File: config.mk
export PLATFORM = sky130hd
export DESIGN_NAME = button_pwm_soft_start_controller
export DESIGN_NICKNAME = d
export VERILOG_FILES = /design/src/sv/bpsc_pkg.sv /design/src/sv/bpsc_apb_regs.sv /design/src/sv/bpsc_core.sv /design/src/sv/button_pwm_soft_start_controller.sv
export SDC_FILE = /design/constraint.sdc
export NUM_CORES = 1
export LEC_CHECK = 0
export ABC_AREA = 1
export BUFFER_PORTS_ARGS = -buffer_cell sky130_fd_sc_hd__buf_2
export CORE_ASPECT_RATIO = 1.1
export CORE_MARGIN = 2
export CORE_UTILIZATION = 65
export CTS_BUF_LIST = sky130_fd_sc_hd__clkbuf_4
export DETAILED_ROUTE_END_ITERATION = 10
export PLACE_DENSITY = 0.86
export SLEW_MARGIN = 10
export SYNTH_ARGS = -nofsm -noshare
export SYNTH_HDL_FRONTEND = slang
export SYNTH_SLANG_ARGS = --single-unit
File: constraint.sdc
create_clock -name aclk -period 24.5 [get_ports aclk]
set_input_delay 1.225 -clock aclk [delete_from_list [all_inputs] [get_ports aclk]]
set_output_delay 1.225 -clock aclk [all_outputs]
set_load 0.02 [all_outputs]
File: src/sv/bpsc_pkg.sv
// ----------------------------------------------------------------------------
// bpsc_pkg
// Shared types and constants of the button PWM soft start controller.
// ----------------------------------------------------------------------------
package bpsc_pkg;

    localparam int unsigned ADDR_W = 5;
    localparam int unsigned DATA_W = 32;

    localparam logic [4:0] DEBOUNCE_TICKS = 5'd20;

    typedef enum logic [2:0] {
        REG_START_DUTY    = 3'd0,
        REG_MAX_DUTY      = 3'd1,
        REG_RAMP_UP_STEP  = 3'd2,
        REG_COARSE_STEP   = 3'd3,
        REG_RAMP_INTERVAL = 3'd4,
        REG_FINE_INTERVAL = 3'd5,
        REG_DIR_HOLD      = 3'd6,
        REG_FINE_HOLD     = 3'd7
    } reg_idx_t;

    typedef struct packed {
        logic [7:0]  start_duty;
        logic [7:0]  max_duty;
        logic [7:0]  ramp_up_step;
        logic [7:0]  coarse_step;
        logic [9:0]  ramp_interval;
        logic [9:0]  fine_interval;
        logic [11:0] direction_hold_ticks;
        logic [11:0] fine_hold_ticks;
    } cfg_t;

    localparam cfg_t CFG_RESET = '{
        start_duty:           8'd100,
        max_duty:             8'd255,
        ramp_up_step:         8'd5,
        coarse_step:          8'd25,
        ramp_interval:        10'd20,
        fine_interval:        10'd15,
        direction_hold_ticks: 12'd1500,
        fine_hold_ticks:      12'd1000
    };

    typedef struct packed {
        logic [4:0]  debounce_count;
        logic        debounce_ready;
        logic [9:0]  ramp_count;
        logic        ramp_due;
        logic [9:0]  fine_count;
        logic        fine_due;
        logic        start_active;
        logic [11:0] start_hold_count;
        logic        start_held;
        logic        start_last;
        logic        step_active;
        logic [11:0] step_hold_count;
        logic        step_held;
        logic        fine_on;
        logic        coarse_pending;
        logic        motor_on;
        logic        reverse_dir;
        logic [7:0]  duty_level;
    } state_t;

    typedef struct packed {
        logic [7:0] duty_out;
        logic       reverse_out;
        logic       motor_running;
        logic       fine_mode;
    } result_t;

endpackage

File: src/sv/bpsc_apb_regs.sv
// ----------------------------------------------------------------------------
// bpsc_apb_regs
// APB configuration register file of the controller.
// ----------------------------------------------------------------------------
module bpsc_apb_regs (
    input  logic                         aclk,
    input  logic                         aresetn,
    input  logic                         psel,
    input  logic                         penable,
    input  logic                         pwrite,
    input  logic [bpsc_pkg::ADDR_W-1:0]  paddr,
    input  logic [bpsc_pkg::DATA_W-1:0]  pwdata,
    output logic [bpsc_pkg::DATA_W-1:0]  prdata,
    output logic                         pready,
    output bpsc_pkg::cfg_t               cfg
);

    bpsc_pkg::cfg_t     cfg_reg;
    bpsc_pkg::cfg_t     cfg_next;
    bpsc_pkg::reg_idx_t idx;
    logic               wr_en;

    assign idx    = bpsc_pkg::reg_idx_t'(paddr[4:2]);
    assign wr_en  = psel && penable && pwrite;
    assign pready = 1'b1;
    assign cfg    = cfg_reg;

    always_comb begin
        cfg_next = cfg_reg;
        if (wr_en) begin
            unique case (idx)
                bpsc_pkg::REG_START_DUTY:    cfg_next.start_duty = pwdata[7:0];
                bpsc_pkg::REG_MAX_DUTY:      cfg_next.max_duty = pwdata[7:0];
                bpsc_pkg::REG_RAMP_UP_STEP:  cfg_next.ramp_up_step = pwdata[7:0];
                bpsc_pkg::REG_COARSE_STEP:   cfg_next.coarse_step = pwdata[7:0];
                bpsc_pkg::REG_RAMP_INTERVAL: cfg_next.ramp_interval = pwdata[9:0];
                bpsc_pkg::REG_FINE_INTERVAL: cfg_next.fine_interval = pwdata[9:0];
                bpsc_pkg::REG_DIR_HOLD:      cfg_next.direction_hold_ticks = pwdata[11:0];
                bpsc_pkg::REG_FINE_HOLD:     cfg_next.fine_hold_ticks = pwdata[11:0];
                default:                     cfg_next = cfg_reg;
            endcase
        end
    end

    always_comb begin
        unique case (idx)
            bpsc_pkg::REG_START_DUTY:    prdata = {24'd0, cfg_reg.start_duty};
            bpsc_pkg::REG_MAX_DUTY:      prdata = {24'd0, cfg_reg.max_duty};
            bpsc_pkg::REG_RAMP_UP_STEP:  prdata = {24'd0, cfg_reg.ramp_up_step};
            bpsc_pkg::REG_COARSE_STEP:   prdata = {24'd0, cfg_reg.coarse_step};
            bpsc_pkg::REG_RAMP_INTERVAL: prdata = {22'd0, cfg_reg.ramp_interval};
            bpsc_pkg::REG_FINE_INTERVAL: prdata = {22'd0, cfg_reg.fine_interval};
            bpsc_pkg::REG_DIR_HOLD:      prdata = {20'd0, cfg_reg.direction_hold_ticks};
            bpsc_pkg::REG_FINE_HOLD:     prdata = {20'd0, cfg_reg.fine_hold_ticks};
            default:                     prdata = '0;
        endcase
    end

    always_ff @(posedge aclk) begin
        if (!aresetn) begin
            cfg_reg <= bpsc_pkg::CFG_RESET;
        end else begin
            cfg_reg <= cfg_next;
        end
    end

endmodule

File: src/sv/bpsc_core.sv
// ----------------------------------------------------------------------------
// bpsc_core
// Controller state and its single-pass update for one tick.
// ----------------------------------------------------------------------------
module bpsc_core (
    input  logic              aclk,
    input  logic              aresetn,
    input  bpsc_pkg::cfg_t    cfg,
    input  logic              tick_en,
    input  logic              start_pressed,
    input  logic              step_pressed,
    output bpsc_pkg::result_t result
);

    bpsc_pkg::state_t state_reg;
    bpsc_pkg::state_t state_next;

    always_comb begin
        bpsc_pkg::state_t s;
        logic             due;
        logic [8:0]       sum;
        s   = state_reg;
        due = 1'b0;
        sum = '0;

        // Timers.
        if (s.debounce_count < bpsc_pkg::DEBOUNCE_TICKS) begin
            s.debounce_count = s.debounce_count + 5'd1;
        end else begin
            s.debounce_count = '0;
            s.debounce_ready = 1'b1;
        end
        s.ramp_count = s.ramp_count + 10'd1;
        if (s.ramp_count >= cfg.ramp_interval) begin
            s.ramp_count = '0;
            s.ramp_due   = 1'b1;
        end
        s.fine_count = s.fine_count + 10'd1;
        if (s.fine_count >= cfg.fine_interval) begin
            s.fine_count = '0;
            s.fine_due   = 1'b1;
        end
        if (s.start_active) begin
            s.start_hold_count = s.start_hold_count + 12'd1;
            if (s.start_hold_count == cfg.direction_hold_ticks) begin
                s.start_hold_count = '0;
                s.start_held       = 1'b1;
            end
        end
        if (s.step_active) begin
            s.step_hold_count = s.step_hold_count + 12'd1;
            if (s.step_hold_count == cfg.fine_hold_ticks) begin
                s.step_held = 1'b1;
            end
        end

        // Start button.
        priority if (start_pressed && !s.start_last && s.debounce_ready) begin
            s.start_active     = 1'b1;
            s.start_hold_count = '0;
            s.debounce_ready   = 1'b0;
            s.start_last       = 1'b1;
        end else if (!start_pressed && s.start_last && !s.start_held) begin
            if (s.debounce_ready) begin
                s.start_active   = 1'b0;
                s.motor_on       = !s.motor_on;
                s.start_last     = 1'b0;
                s.debounce_ready = 1'b0;
            end
        end else if (!start_pressed && s.start_last && s.start_held && s.motor_on) begin
            if (s.debounce_ready) begin
                s.start_active   = 1'b0;
                s.start_held     = 1'b0;
                s.start_last     = 1'b0;
                s.reverse_dir    = !s.reverse_dir;
                s.debounce_ready = 1'b0;
            end
        end else begin
            s.start_last = s.start_last;
        end

        // Soft ramp towards the start duty, or down to zero.
        due        = s.ramp_due;
        s.ramp_due = 1'b0;
        if (s.motor_on) begin
            if (s.duty_level < cfg.start_duty && due) begin
                sum = {1'b0, s.duty_level} + {1'b0, cfg.ramp_up_step};
                s.duty_level = (sum > {1'b0, cfg.start_duty}) ? cfg.start_duty : sum[7:0];
            end
        end else if (s.duty_level != 8'd0 && due) begin
            s.duty_level = s.duty_level - 8'd1;
        end

        // Step button.
        priority if (step_pressed && !s.step_active && s.motor_on) begin
            s.step_active     = 1'b1;
            s.step_hold_count = '0;
            s.debounce_ready  = 1'b0;
        end else if (step_pressed && s.step_held) begin
            s.fine_on = 1'b1;
        end else begin
            s.fine_on = s.fine_on;
        end
        priority if (!step_pressed && s.step_active) begin
            if (s.debounce_ready) begin
                s.coarse_pending = 1'b1;
                s.step_active    = 1'b0;
                s.debounce_ready = 1'b0;
            end
        end else if (!step_pressed && s.step_held) begin
            if (s.debounce_ready) begin
                s.fine_on         = 1'b0;
                s.step_hold_count = '0;
                s.step_active     = 1'b0;
                s.debounce_ready  = 1'b0;
            end
        end else begin
            s.step_active = s.step_active;
        end

        // Fine and coarse increments; a coarse step past the maximum falls back to the start duty.
        if (s.fine_on && s.duty_level != 8'd0 && s.fine_due) begin
            sum          = {1'b0, s.duty_level} + 9'd1;
            s.fine_due   = 1'b0;
            s.duty_level = (sum >= {1'b0, cfg.max_duty}) ? cfg.max_duty : sum[7:0];
        end
        if (s.coarse_pending && s.duty_level != 8'd0) begin
            sum              = {1'b0, s.duty_level} + {1'b0, cfg.coarse_step};
            s.duty_level     = (sum > {1'b0, cfg.max_duty}) ? cfg.start_duty : sum[7:0];
            s.coarse_pending = 1'b0;
        end

        state_next = s;
    end

    assign result.duty_out      = state_next.duty_level;
    assign result.reverse_out   = state_next.reverse_dir;
    assign result.motor_running = state_next.motor_on;
    assign result.fine_mode     = state_next.fine_on;

    always_ff @(posedge aclk) begin
        if (!aresetn) begin
            state_reg <= '0;
        end else if (tick_en) begin
            state_reg <= state_next;
        end
    end

endmodule

File: src/sv/button_pwm_soft_start_controller.sv
// ----------------------------------------------------------------------------
// button_pwm_soft_start_controller
// Debounced two-button PWM duty controller with soft start and stop ramps.
// ----------------------------------------------------------------------------
// Each request is one 1 ms tick carrying the two button levels and yields one
// result with the duty, direction, motor enable and fine mode after that tick.
// A request passes through an input register, one pass of update logic and an
// output register, so the block takes one request per clock cycle while the
// output is not stalled. A result waiting in the output register does not stop
// the next request from entering the input register. Configuration registers
// are written through the APB port by the user only while the block is idle;
// the block itself does not enforce this.
module button_pwm_soft_start_controller (
    input  logic                         aclk,
    input  logic                         aresetn,
    input  logic                         s_valid,
    output logic                         s_ready,
    input  logic                         s_start_button,
    input  logic                         s_step_button,
    output logic                         m_valid,
    input  logic                         m_ready,
    output logic [7:0]                   m_duty_out,
    output logic                         m_reverse_out,
    output logic                         m_motor_running,
    output logic                         m_fine_mode,
    input  logic                         psel,
    input  logic                         penable,
    input  logic                         pwrite,
    input  logic [bpsc_pkg::ADDR_W-1:0]  paddr,
    input  logic [bpsc_pkg::DATA_W-1:0]  pwdata,
    output logic [bpsc_pkg::DATA_W-1:0]  prdata,
    output logic                         pready
);

    bpsc_pkg::cfg_t    cfg;
    bpsc_pkg::result_t result;
    bpsc_pkg::result_t out_reg;
    logic              in_valid_reg;
    logic              start_reg;
    logic              step_reg;
    logic              out_valid_reg;
    logic              advance;

    assign advance = in_valid_reg && (!out_valid_reg || m_ready);
    assign s_ready = !in_valid_reg || advance;

    bpsc_apb_regs u_regs (
        .aclk    (aclk),
        .aresetn (aresetn),
        .psel    (psel),
        .penable (penable),
        .pwrite  (pwrite),
        .paddr   (paddr),
        .pwdata  (pwdata),
        .prdata  (prdata),
        .pready  (pready),
        .cfg     (cfg)
    );

    bpsc_core u_core (
        .aclk          (aclk),
        .aresetn       (aresetn),
        .cfg           (cfg),
        .tick_en       (advance),
        .start_pressed (start_reg),
        .step_pressed  (step_reg),
        .result        (result)
    );

    always_ff @(posedge aclk) begin
        if (!aresetn) begin
            in_valid_reg  <= 1'b0;
            out_valid_reg <= 1'b0;
        end else begin
            if (s_valid && s_ready) begin
                in_valid_reg <= 1'b1;
            end else if (advance) begin
                in_valid_reg <= 1'b0;
            end
            if (advance) begin
                out_valid_reg <= 1'b1;
            end else if (m_ready) begin
                out_valid_reg <= 1'b0;
            end
        end
    end

    always_ff @(posedge aclk) begin
        if (s_valid && s_ready) begin
            start_reg <= s_start_button;
            step_reg  <= s_step_button;
        end
        if (advance) begin
            out_reg <= result;
        end
    end

    assign m_valid         = out_valid_reg;
    assign m_duty_out      = out_reg.duty_out;
    assign m_reverse_out   = out_reg.reverse_out;
    assign m_motor_running = out_reg.motor_running;
    assign m_fine_mode     = out_reg.fine_mode;

    a_ready_only_on_stall: assert property (@(posedge aclk) disable iff (!aresetn)
        !s_ready |-> (in_valid_reg && m_valid && !m_ready))
        else $error("Input stalled without a stalled result.");

    a_result_follows_tick: assert property (@(posedge aclk) disable iff (!aresetn)
        advance |=> m_valid)
        else $error("Processed request produced no result.");

    a_update_needs_request: assert property (@(posedge aclk) disable iff (!aresetn)
        (advance && !in_valid_reg) |-> 1'b0)
        else $error("Update enabled without a request.");

endmodule

==> results of run 1 <==
==> worst paths after layout <==
kind,from,endpoint,slack [ns],cells after the start
worst max-delay path,u_core.state_reg[0],u_core.state_reg[7],14.99,63
worst min-delay path,u_core.state_reg[26],u_core.state_reg[26],0.48,2
worst max register to register,u_core.state_reg[0],u_core.state_reg[7],14.99,63
worst min register to register,u_core.state_reg[26],u_core.state_reg[26],0.48,2
==> layer usage <==
metal / wire, µm / global-route usage / up-vias
met5: 0 / 0 / -
met4: 1950 / 0.216 / 0
met3: 1950 / 0.0498 / 133
met2: 14500 / 0.565 / 420
met1: 11800 / 0.394 / 5057
li1: - / - / 5422
==> power by group <==
part / internal (mW) / total (mW) / leakage, nW / switching, mW
Clock: 0.0615 / 0.163 / 0.141 / 0.101
Combinational: 0.0377 / 0.119 / 4.23 / 0.0812
Sequential: 0.269 / 0.275 / 1.31 / 0.00655
Total: 0.368 / 0.557 / 5.68 / 0.189
==> critical path: cells and delay by family, from the launching register on <==
kind | cells | cell delay [ns]
and+or+nand+nor | 35 | 3.96
xor gates and xnor gates | 2 | 0.47
DFF | 1 | 0.39
adders and majority gates | 8 | 2.14
AOI/OAI and AO/OA | 10 | 1.82
buffers and inverters | 8 | 0.64
==> synth_stat cells (all sizes together) <==
library cell / n / area [µm²]
a211oi: 5 / 37.5
a21boi: 3 / 22.5
a21oi: 127 / 636
a221o: 1 / 10.0
a221oi: 18 / 158
a22oi: 12 / 90.1
a31o: 1 / 8.76
and2: 3 / 18.8
and3: 1 / 7.51
buf: 31 / 249
clkbuf: 32 / 120
clkinv: 6 / 22.5
conb: 2 / 7.51
dfxtp: 146 / 2920
edfxtp: 13 / 390
fa: 2 / 40.0
ha: 76 / 951
inv: 224 / 841
nand2: 407 / 1680
nand3: 120 / 658
nand3b: 11 / 86.3
nand4: 26 / 169
nor2: 141 / 617
nor3: 18 / 90.1
nor4: 2 / 12.5
nor4b: 1 / 8.76
o2111ai: 2 / 17.5
o211ai: 30 / 225
o21a: 1 / 7.51
o21ai: 96 / 492
o21bai: 4 / 33.8
o221ai: 4 / 35.0
o22ai: 12 / 75.1
or2: 3 / 18.8
xnor2: 6 / 52.6
xnor3: 1 / 22.5
xor2: 43 / 377
==> through the flow <==
| stage | cell area, µm² | instances |
|---|---|---|
| 2_1_floorplan | 11300 | 1650 |
| 3_3_place_gp | 11500 | 1877 |
| 3_5_place_dp | 11500 | 1877 |
| 4_1_cts | 11800 | 1909 |
| 5_1_grt | 11800 | 1910 |
| 6_report | 11800 | 1910 |
==> cells by family after synthesis <==
| kind of cell | Yosys count | synth area share |
|---|---|---|
| and+or+nand+nor | 733 | 0.300 |
| AOI/OAI and AO/OA | 316 | 0.165 |
| buffers and inverters | 293 | 0.110 |
| DFF | 159 | 0.296 |
| adders and majority gates | 78 | 0.0884 |
| xor gates and xnor gates | 50 | 0.0403 |
| other | 2 | 0.000670 |
==> cell type report <==
cell class | count | area, µm²
diodes | 1 | 2.50
well taps | 234 | 293
clock buffers | 17 | 128
inverters | 230 | 863
flip-flops and latches | 159 | 3310
repair buffers | 56 | 300
fillers | 1520 | 5150
clock inverters | 15 | 164
multi-input cells | 1198 | 6740
==> reports/qor_table.md, run 1 <==
| Quantity | Reported | Unit |
| --- | --- | --- |
| Status | finished, final reports clean | - |
| Area of the die | 0.0183 | mm² |
| Transition time at the pin with the least slew margin | 1.08 | ns |
| Top library cells by usage in the layout, fill and taps aside | nand2_1 (366), inv_1 (221), dfxtp_1 (146) | - |
| TritonCTS clock tree | yes | - |
| Initial Util | 0.661 | - |
| Die extent in y | 142 | µm |
| Setup violators final | 0 | - |
| Cts repair resizes | 0 | - |
| Width of the die | 129 | µm |
| DRC marker count from the first detailed-route iteration | 826 | - |
| Share of layout cells above drive strength 1 | 0.0997 | - |
| Max-slew violations | 0 | - |
| Clock period minus worst slack | 9.51 | ns |
| Number of instances in the synthesized netlist | 1631 | - |
| Maximum frequency from static timing analysis | 105 | MHz |
| Ports placed on the boundary | 92 | - |
| Post-CTS clock slew at the launch and capture registers of the worst setup and hold paths | 0.16 | ns |
| Post-CTS Setup Inserts | 0 | - |
| Biggest fanout along the worst timing path | 13 | - |
| Number of hold violations in the final report | 0 | - |
| Layout Utilization | 0.696 | - |
| Max_cap viols | 0 | - |
| Summed instance area of the synthesized netlist | 0.0112 | mm² |
| All-layer global routing usage | 0.334 | - |
| Final period util | 0.388 | - |
| Crit-path most repeated cell | nand2_1 | - |
| Sort of element at the start of the critical path | flop | - |
| Required time of the critical path | 25.05 | ns |
| Clock insertion delay at the later pin of the skew report | 0.61 | ns |
| Total CTS buffers | 17 | - |
| Overall power | 0.557 | mW |
| LEAKAGE | 5.68 | nW |
| Number of placement rows | 50 | - |
| YS warnings | 0 | - |
| Type of the most critical hold path | flop to flop | - |
| Number of optimization iterations in the first detailed-route pass | 6 | - |
| Number of vias after detailed routing | 11000 | - |
| Number of distinct library cells after synthesis | 54 | - |
| Maximum number of pins on one net before global-route repair | 69 | - |
| CP endpoint kind | flop | - |
| Number of nets in the layout | 1786 | - |
| Category of the critical setup timing path | flop to flop | - |
| Area overhead of the layout relative to synthesis | 5.28 | % |
| Cell with the largest stage delay on the worst path | fa_1 | - |
| Hold buffer count at cts | 0 | - |
| Average cell area after synthesis | 6.87 | µm² |
| Post-route ant nets | 0 | - |
| Clock sink total | 159 | - |
| RSZ-0062 raised after global routing | no | - |
| Worst path setup slack after routing | 14.99 | ns |
| Largest incremental delay on the critical path | 0.44 | ns |
| Power density over the cells | 47.2 | mW/mm² |
| Peak ir drop on the vdd network | 0.0351 | mV |
| Routed vias/inst | 5.78 | - |
| Post-Route Skew | 0.0323 | ns |
| Buffer cell driving the clock tree root | clkbuf_4 | - |
| Total gr overflow | 0 | - |
| Arrival @ worst endpoint | 10.06 | ns |
| Tightest slew margin relative to the limit | 0.273 | - |
| Sum of net half-perimeters after detailed placement | 23.1 | mm |
| Core ar. | 0.0170 | mm² |
| Worst hold slack across all endpoints | 0.477 | ns |
| Flip-flop and latch count after synthesis | 159 | - |
| Post-detailed-routing wire length | 30.3 | mm |
| Sequential area share after synthesis | 0.296 | - |
| Number of global-route vias before repair | 10100 | - |
| Post-Place Worst Slack | 15.14 | ns |
| Number of remaining DRC errors | 0 | - |
| Max FFs per register | 76 | - |
| Avg WL per Cell | 15.9 | µm |
| Leading cell type in the layout, fill and taps excluded | nand2_1 | - |
| Wire length of the first global-routing pass | 48.2 | mm |
| Maximum count of clock buffers along a single path | 2 | - |
| GPL Wtd Cong | 0.971 | - |
| Number of buffer cells added on primary ports | 48 | - |
| Initial antenna violation count | 1 | - |
| Total negative slack | 0 | ns |
| CTS H-Tree Depth | 4 | - |
No activity file was read; power rests on OpenSTA's default activity.
==> run 2, diff against run 1 <==
Settings changed: ABC_AREA 1 to 0, CORE_UTILIZATION 65 to 57, PLACE_DENSITY 0.86 to 0.79.
Clock period 24.5 ns to 8.15 ns, I/O delays scaled along.
==> run 2 against run 1 <==
  * The run now ends with negative setup slack left
  * Critical endpoint is now u_core.state_reg[0]
  * Maximum frequency up 5.0%
  * Sequential share of layout area down 4.3 points
  * Die area up 18%
  * Critical path depth down 15
  * Via count up 8.3%
  * Routed wire length up 26%
  * Worst hold slack worse by 0.42 ns
  * Power rose to 2.8 times the previous value
  * Highest routed layer unchanged
==> reports/qor_table.md, run 2 <==
| Quantity | Reported | Unit | Delta |
| --- | --- | --- | --- |
| Number of optimization iterations in the first detailed-route pass | 7 | - | was 6 |
| Post-synthesis compound-gate area fraction | 0.223 | - | was 0.165 |
| Width of the die | 141 | µm | was 129 µm |
| GPL Wtd Cong | 0.953 | - | was 0.971 |
| Number of vias after detailed routing | 12000 | - | was 11000 |
| Worst path setup slack after routing | -0.902 | ns | was 14.99 ns |
| Total gr overflow | 0 | - | unchanged |
| R2r endpoint | u_core.state_reg[0] | - | was u_core.state_reg[7] |
| Number of placement rows | 54 | - | was 50 |
| Maximum count of clock buffers along a single path | 2 | - | unchanged |
| Peak ir drop on the vdd network | 0.0894 | mV | was 0.0351 mV |
| Area overhead of the layout relative to synthesis | 19.1 | % | was 5.28% |
| Transition time at the pin with the least slew margin | 1.15 | ns | was 1.08 ns |
| Buffer cell driving the clock tree root | clkbuf_4 | - | unchanged |
| Worst setup slack for register-to-register paths | -0.90 | ns | was 14.99 ns |
| Average cell area after synthesis | 8.23 | µm² | was 6.87 µm² |
| Post-synthesis adder-cell area fraction | 0.0847 | - | was 0.0884 |
| Area of the die | 0.0217 | mm² | was 0.0183 mm² |
| CTS H-Tree Depth | 4 | - | unchanged |
| TritonCTS clock tree | yes | - | unchanged |
| Routed vias/inst | 6.38 | - | was 5.78 |
| Largest incremental delay on the critical path | 0.39 | ns | was 0.44 ns |
| Multiplexer fraction of the synthesized cell area | 0.0694 | - | was 0 |
| Instance area after placement | 0.0130 | mm² | was 0.0115 mm² |
| Setup crit end | u_core.state_reg[0] | - | was u_core.state_reg[7] |
| Summed instance area of the synthesized netlist | 0.0117 | mm² | was 0.0112 mm² |
| Arrival @ worst endpoint | 9.56 | ns | was 10.06 ns |
| Top library cells by usage in the layout, fill and taps aside | nand2_1 (195), buf_4 (190), dfxtp_1 (140) | - | was nand2_1 (366), inv_1 (221), dfxtp_1 (146) |
| DRC marker count from the first detailed-route iteration | 1086 | - | was 826 |
| Power density over the cells | 114 | mW/mm² | was 47.2 mW/mm² |
| Max-slew violations | 0 | - | unchanged |
| Most frequent cell after synthesis | nand2_1 | - | unchanged |
| Overall power | 1.59 | mW | was 0.557 mW |
| Violated checks | negative setup slack | - |  |
| Number of global-route vias before repair | 11000 | - | was 10100 |
| Post-Route Skew | 0.0198 | ns | was 0.0323 ns |
| Cell with the largest stage delay on the worst path | ha_1 | - | was fa_1 |
| Cell types with the largest area share after synthesis | dfxtp_1 (25%), ha_1 (8.1%), nand2_1 (6.3%), mux2i_1 (4.8%), o21ai_0 (3.7%) | - | was dfxtp_1 (26%), nand2_1 (12%), ha_1 (8.5%), inv_1 (7.4%), a21oi_1 (5.7%) |
| Number of remaining DRC errors | 0 | - | unchanged |
| Max_cap viols | 0 | - | unchanged |
| All-layer global routing usage | 0.332 | - | was 0.334 |
| YS warnings | 0 | - | unchanged |
| Share of layout cells above drive strength 1 | 0.257 | - | was 0.0997 |
| Yosys top cell area share | 0.250 | - | was 0.261 |
| Avg WL per Cell | 20.3 | µm | was 15.9 µm |
| Sort of element at the start of the critical path | flop | - | unchanged |
| Count of flip-flops with a built-in enable after synthesis | 13 | - | unchanged |
| Total CTS buffers | 17 | - | unchanged |
| Maximum frequency from static timing analysis | 110 | MHz | was 105 MHz |
| RSZ-0062 raised after global routing | yes | - | was no |
| Clock period minus worst slack | 9.05 | ns | was 9.51 ns |
| Type of the most critical hold path | input port to flop | - | was flop to flop |
| XOR/XNOR share of the synthesized area | 0.0485 | - | was 0.0403 |
| Initial antenna violation count | 1 | - | unchanged |
| Final period util | 1.11 | - | was 0.388 |
| Category of the critical setup timing path | flop to flop | - | unchanged |
| Worst-case reg-to-reg path depth | 48 | - | was 63 |
| Proportion of register bits with asynchronous set or reset after synthesis | 0 | - | unchanged |
| Clock insertion delay at the later pin of the skew report | 0.61 | ns | about the same |
| Status | finished with violations | - | was finished, final reports clean |
| Biggest fanout along the worst timing path | 5 | - | was 13 |
| Number of nets in the layout | 1732 | - | was 1786 |
| Combinational family with the most area after synthesis | simple AND/OR/NAND/NOR gates | - | unchanged |
| LEAKAGE | 5.88 | nW | was 5.68 nW |
| Ports placed on the boundary | 92 | - | unchanged |
| Simple-gate portion of the synthesized area | 0.224 | - | was 0.300 |
| CP endpoint kind | flop | - | unchanged |
| Max FFs per register | 76 | - | unchanged |
| Tightest slew margin relative to the limit | 0.230 | - | was 0.273 |
| Core ar. | 0.0200 | mm² | was 0.0170 mm² |
| Reg-to-reg startpoint | u_core.state_reg[0] | - | unchanged |
| Leading cell type in the layout, fill and taps excluded | nand2_1 | - | unchanged |
| Post-route ant nets | 0 | - | unchanged |
| Initial Util | 0.585 | - | was 0.661 |
| Number of instances in the synthesized netlist | 1422 | - | was 1631 |
| Worst setup path start | u_core.state_reg[0] | - | unchanged |
| Number of hold violations in the final report | 0 | - | unchanged |
| Yosys top cell by area | dfxtp_1 | - | unchanged |
| Flip-flop and latch count after synthesis | 159 | - | unchanged |
| Sum of net half-perimeters after detailed placement | 26.2 | mm | was 23.1 mm |
| Required time of the critical path | 8.66 | ns | was 25.05 ns |
| Most used flip-flop cell after synthesis | dfxtp_1 | - | unchanged |
| Sequential area share after synthesis | 0.283 | - | was 0.296 |
| Post-CTS clock slew at the launch and capture registers of the worst setup and hold paths | 0.14 | ns | was 0.16 ns |
| Setup violators final | 16 | - | was 0 |
| Post-detailed-routing wire length | 38.1 | mm | was 30.3 mm |
| Number of distinct library cells after synthesis | 111 | - | was 54 |
| Crit-path most repeated cell | a21oi_2 | - | was nand2_1 |
| Wire length of the first global-routing pass | 57.4 | mm | was 48.2 mm |
| Maximum number of pins on one net before global-route repair | 76 | - | was 69 |
| Finished Cell Area | 0.0139 | mm² | was 0.0118 mm² |
| Number of buffer cells added on primary ports | 48 | - | unchanged |
| Die extent in y | 154 | µm | was 142 µm |
| Leading post-synthesis cells by instance count | nand2_1 (195), dfxtp_1 (146), o21ai_0 (86), ha_1 (76), nor2_1 (67) | - | was nand2_1 (367), inv_1 (221), dfxtp_1 (146), a21oi_1 (127), nor2_1 (126) |
| Clock sink total | 159 | - | unchanged |
==> run 2: cell families after synthesis <==
kind of cell    count (synthesis)
compound gates                370
xor+xnor                       64
fa+ha+maj                      78
buf+inv                       159
flops                         159
mux                            71
other cells                     2
simple gates                  519
==> run 2: worst min-delay path by stage <==
stage	start	to	slack, ns	cells after the start
after floorplan	u_core.state_reg[12]	u_core.state_reg[12]	0.44	1
after global placement	u_core.state_reg[12]	u_core.state_reg[12]	0.45	1
after detailed placement	u_regs.cfg[35]	u_regs.cfg[35]	0.46	2
after CTS	s_valid	in_valid_reg	0.03	3
after global routing	pwdata[11]	u_regs.cfg[23]	0.06	3
final	s_valid	in_valid_reg	0.05	3
==> run 2: final cells by class <==
cell class	instances	area [µm²]
Multi-Input combinational cell	1123	8030
Clock buffer	18	135
Clock inverter	14	131
Antenna cell	1	2.50
Inverter	61	236
Fill cell	1519	6060
Tap cell	252	315
Timing Repair Buffer	246	1760
Sequential cell	159	3320
==> run 2: metal layers <==
metal  GRT usage  wire length, µm  vias to the layer above
li1            -                -                     5416
met1       0.406            14500                     5602
met2       0.559            17700                      723
met3      0.0551             3300                      209
met4       0.181             2650                        0
met5           0                0                        -
==> run 2: timing repair <==
action,in CTS,in global routing
hold buffers,2,0
resized for setup,37,39
pin swaps,38,35
setup endpoints to repair,16,16
endpoints found under the hold margin,2,0
buffers inserted,34,15
cloned,0,0
==> run 2: power breakdown <==
group          total, mW  internal (mW)  switching (mW)
Clock              0.484          0.162           0.322
Combinational      0.294          0.122           0.172
Sequential         0.809          0.799          0.0101
Total               1.59           1.08           0.504
==> run 2: per-stage QoR <==
step	hold WS, ns	utilization	TNS (ns)	worst slack (ns)	cells
after floorplan	0.442	-	0	0.00244	1441
after global placement	0.448	0.651	-2.49	-0.214	1792
after detailed placement	0.462	0.651	-7.37	-0.528	1792
after CTS	0.0294	0.683	-2.39	-0.210	1858
after global routing	0.0572	0.697	-18.83	-1.25	1874
final	0.0532	0.697	-13.17	-0.902	1874
==> run 2: critical path: cells and delay by family (launching register included) <==
kind	cells	cell delay (ns)
buf+inv	7	0.88
compound gates	21	3.74
fa+ha+maj	7	2.03
xor+xnor	3	0.42
mux	3	0.61
simple gates	7	0.92
flops	1	0.36
==> run 3, diff against run 2 <==
Settings changed: BUFFER_PORTS_ARGS -buffer_cell sky130_fd_sc_hd__buf_2 to -buffer_cell sky130_fd_sc_hd__buf_4.
==> run 3 against run 2 <==
  * The flow still finishes with violations (negative setup slack)
  * Maximum frequency rose by 4.7%
  * Clock power rose by 2%
  * Final area rose by 0.36%
  * Sequential share of layout area fell by 0.10 points
  * Clock skew increased by 0.00074 ns
  * Largest cell class unchanged
==> reports/qor_table.md, run 3 (synthesized netlist as in run 2, its figures left out) <==
| Quantity | Reported | Unit | Delta |
| --- | --- | --- | --- |
| Status | finished with violations | - | unchanged |
| Violated checks | negative setup slack | - | unchanged |
| Critical path buffers and inverters | 5 | - | was 7 |
| Maximum frequency from static timing analysis | 116 | MHz | was 110 MHz |
| Buffer cell driving the clock tree root | clkbuf_4 | - | unchanged |
| Cell with the largest stage delay on the worst path | or4b_2 | - | was ha_1 |
| Required time of the critical path | 8.66 | ns | about the same |
| Number of buffer cells added on primary ports | 48 | - | unchanged |
| Clock insertion delay at the later pin of the skew report | 0.59 | ns | was 0.61 ns |
| DRC marker count from the first detailed-route iteration | 1042 | - | was 1086 |
| Routed vias/inst | 6.21 | - | was 6.38 |
| Number of vias after detailed routing | 11600 | - | was 12000 |
| RSZ-0062 raised after global routing | yes | - | unchanged |
| LEAKAGE | 5.83 | nW | was 5.88 nW |
| Worst path setup slack after routing | -0.498 | ns | was -0.902 ns |
| Post-route ant nets | 0 | - | unchanged |
| Number of optimization iterations in the first detailed-route pass | 5 | - | was 7 |
| Share of layout cells above drive strength 1 | 0.249 | - | was 0.257 |
| Arrival @ worst endpoint | 9.15 | ns | was 9.56 ns |
| Max_cap viols | 0 | - | unchanged |
| Worst setup slack for register-to-register paths | -0.50 | ns | was -0.90 ns |
| Biggest fanout along the worst timing path | 8 | - | was 5 |
| Total CTS buffers | 17 | - | unchanged |
| TritonCTS clock tree | yes | - | unchanged |
| Max FFs per register | 76 | - | unchanged |
| Maximum count of clock buffers along a single path | 2 | - | unchanged |
| Total gr overflow | 0 | - | unchanged |
| Max-slew violations | 0 | - | unchanged |
| Number of placement rows | 54 | - | unchanged |
| Number of hold violations in the final report | 0 | - | unchanged |
| Area of the die | 0.0217 | mm² | unchanged |
| Post-Route Skew | 0.0206 | ns | was 0.0198 ns |
| Area overhead of the layout relative to synthesis | 19.5 | % | was 19.1% |
| Die extent in y | 154 | µm | unchanged |
| Clock period minus worst slack | 8.65 | ns | was 9.05 ns |
| Tightest slew margin relative to the limit | 0.216 | - | was 0.230 |
| CTS H-Tree Depth | 4 | - | unchanged |
| Overall power | 1.59 | mW | about the same |
| Avg WL per Cell | 19.6 | µm | was 20.3 µm |
| Setup violators final | 16 | - | unchanged |
| CP endpoint kind | flop | - | unchanged |
| Number of remaining DRC errors | 0 | - | unchanged |
| Delay-heaviest family, CP | compound AO/OA/AOI/OAI gates | - | unchanged |
| GPL Wtd Cong | 0.956 | - | was 0.953 |
| Leading cell type in the layout, fill and taps excluded | buf_4 | - | was nand2_1 |
| Core ar. | 0.0200 | mm² | unchanged |
| Power density over the cells | 114 | mW/mm² | about the same |
| Transition time at the pin with the least slew margin | 1.18 | ns | was 1.15 ns |
| Sum of net half-perimeters after detailed placement | 25.8 | mm | was 26.2 mm |
| Width of the die | 141 | µm | unchanged |
| Final non-filler cell total | 1865 | - | was 1874 |
| Category of the critical setup timing path | flop to flop | - | unchanged |
| Post-detailed-routing wire length | 36.6 | mm | was 38.1 mm |
| Ports placed on the boundary | 92 | - | unchanged |
| Largest incremental delay on the critical path | 0.66 | ns | was 0.39 ns |
| Post-CTS clock slew at the launch and capture registers of the worst setup and hold paths | 0.14 | ns | about the same |
| Sort of element at the start of the critical path | flop | - | unchanged |
| Initial Util | 0.585 | - | unchanged |
| Clock sink total | 159 | - | unchanged |
| Type of the most critical hold path | input port to flop | - | unchanged |
| Number of nets in the layout | 1723 | - | was 1732 |
| Top library cells by usage in the layout, fill and taps aside | buf_4 (231), nand2_1 (194), dfxtp_1 (142) | - | was nand2_1 (195), buf_4 (190), dfxtp_1 (140) |
| Initial antenna violation count | 1 | - | unchanged |
| Number of cells in the design after placement | 1785 | - | was 1792 |
| Number of global-route vias before repair | 10900 | - | was 11000 |
| All-layer global routing usage | 0.332 | - | about the same |
| Maximum number of pins on one net before global-route repair | 127 | - | was 76 |
| Peak ir drop on the vdd network | 0.0856 | mV | was 0.0894 mV |
| Crit-path most repeated cell | a21o_1 | - | was a21oi_2 |
| Final period util | 1.06 | - | was 1.11 |
| Wire length of the first global-routing pass | 57.1 | mm | was 57.4 mm |
run 3: metal layers:
metal / global-route usage / part of all wire / vias to the layer above
li1: - / - / 5405
met1: 0.412 / 0.40 / 5463
met2: 0.551 / 0.47 / 562
met3: 0.0467 / 0.071 / 156
met4: 0.191 / 0.060 / 0
met5: 0 / 0 / -
run 3: final cells by class:
type	count	area [µm²]
Timing Repair Buffer	237	1810
Sequential cell	159	3320
Clock inverter	10	114
Multi-Input combinational cell	1123	8030
Clock buffer	22	165
Tap cell	252	315
Inverter	61	236
Antenna cell	1	2.50
Fill cell	1601	6010
run 3: repair_timing:
action,CTS,global route
setup buffers,39,6
endpoints found under the hold margin,2,0
setup endpoints to repair,16,16
hold buffers,2,0
gates resized for setup,32,37
pin swaps,27,16
run 3: report_power, final:
group / switching, mW / leakage [nW] / internal [mW]
clock: 0.294 / 0.148 / 0.198
combinational: 0.166 / 4.38 / 0.126
sequential: 0.0101 / 1.30 / 0.799
run 3: path summary, 6_finish.rpt:
kind                                     startpoint             endpoint  depth (start not counted)
worst max-delay path            u_core.state_reg[2]  u_core.state_reg[4]                         45
worst min-delay path                        s_valid         in_valid_reg                          3
worst max register to register  u_core.state_reg[2]  u_core.state_reg[4]                         45
worst min register to register       u_regs.cfg[37]       u_regs.cfg[37]                          2
run 3: worst register-to-register path: cells and delay by family, from the launching register on:
family / cells / cell delay (ns)
adders and majority gates: 6 / 1.68
and+or+nand+nor: 7 / 1.29
DFF: 1 / 0.40
xor gates and xnor gates: 1 / 0.12
muxes: 5 / 0.97
buffers and inverters: 5 / 0.76
AOI/OAI and AO/OA: 21 / 3.34
run 3: through the flow:
step | setup slack (ns) | area, µm² | TNS [ns] | hold WS, ns | utilization
2_1_floorplan | 0.00244 | 11900 | 0 | 0.442 | -
3_3_place_gp | -0.290 | 13100 | -3.81 | 0.449 | 0.654
5_1_grt | -1.02 | 14000 | -14.76 | 0.0157 | 0.699
4_1_cts | -0.148 | 13800 | -1.43 | 0.00939 | 0.688
6_report | -0.498 | 14000 | -6.78 | 0.0358 | 0.699
3_5_place_dp | -0.418 | 13100 | -5.70 | 0.459 | 0.654
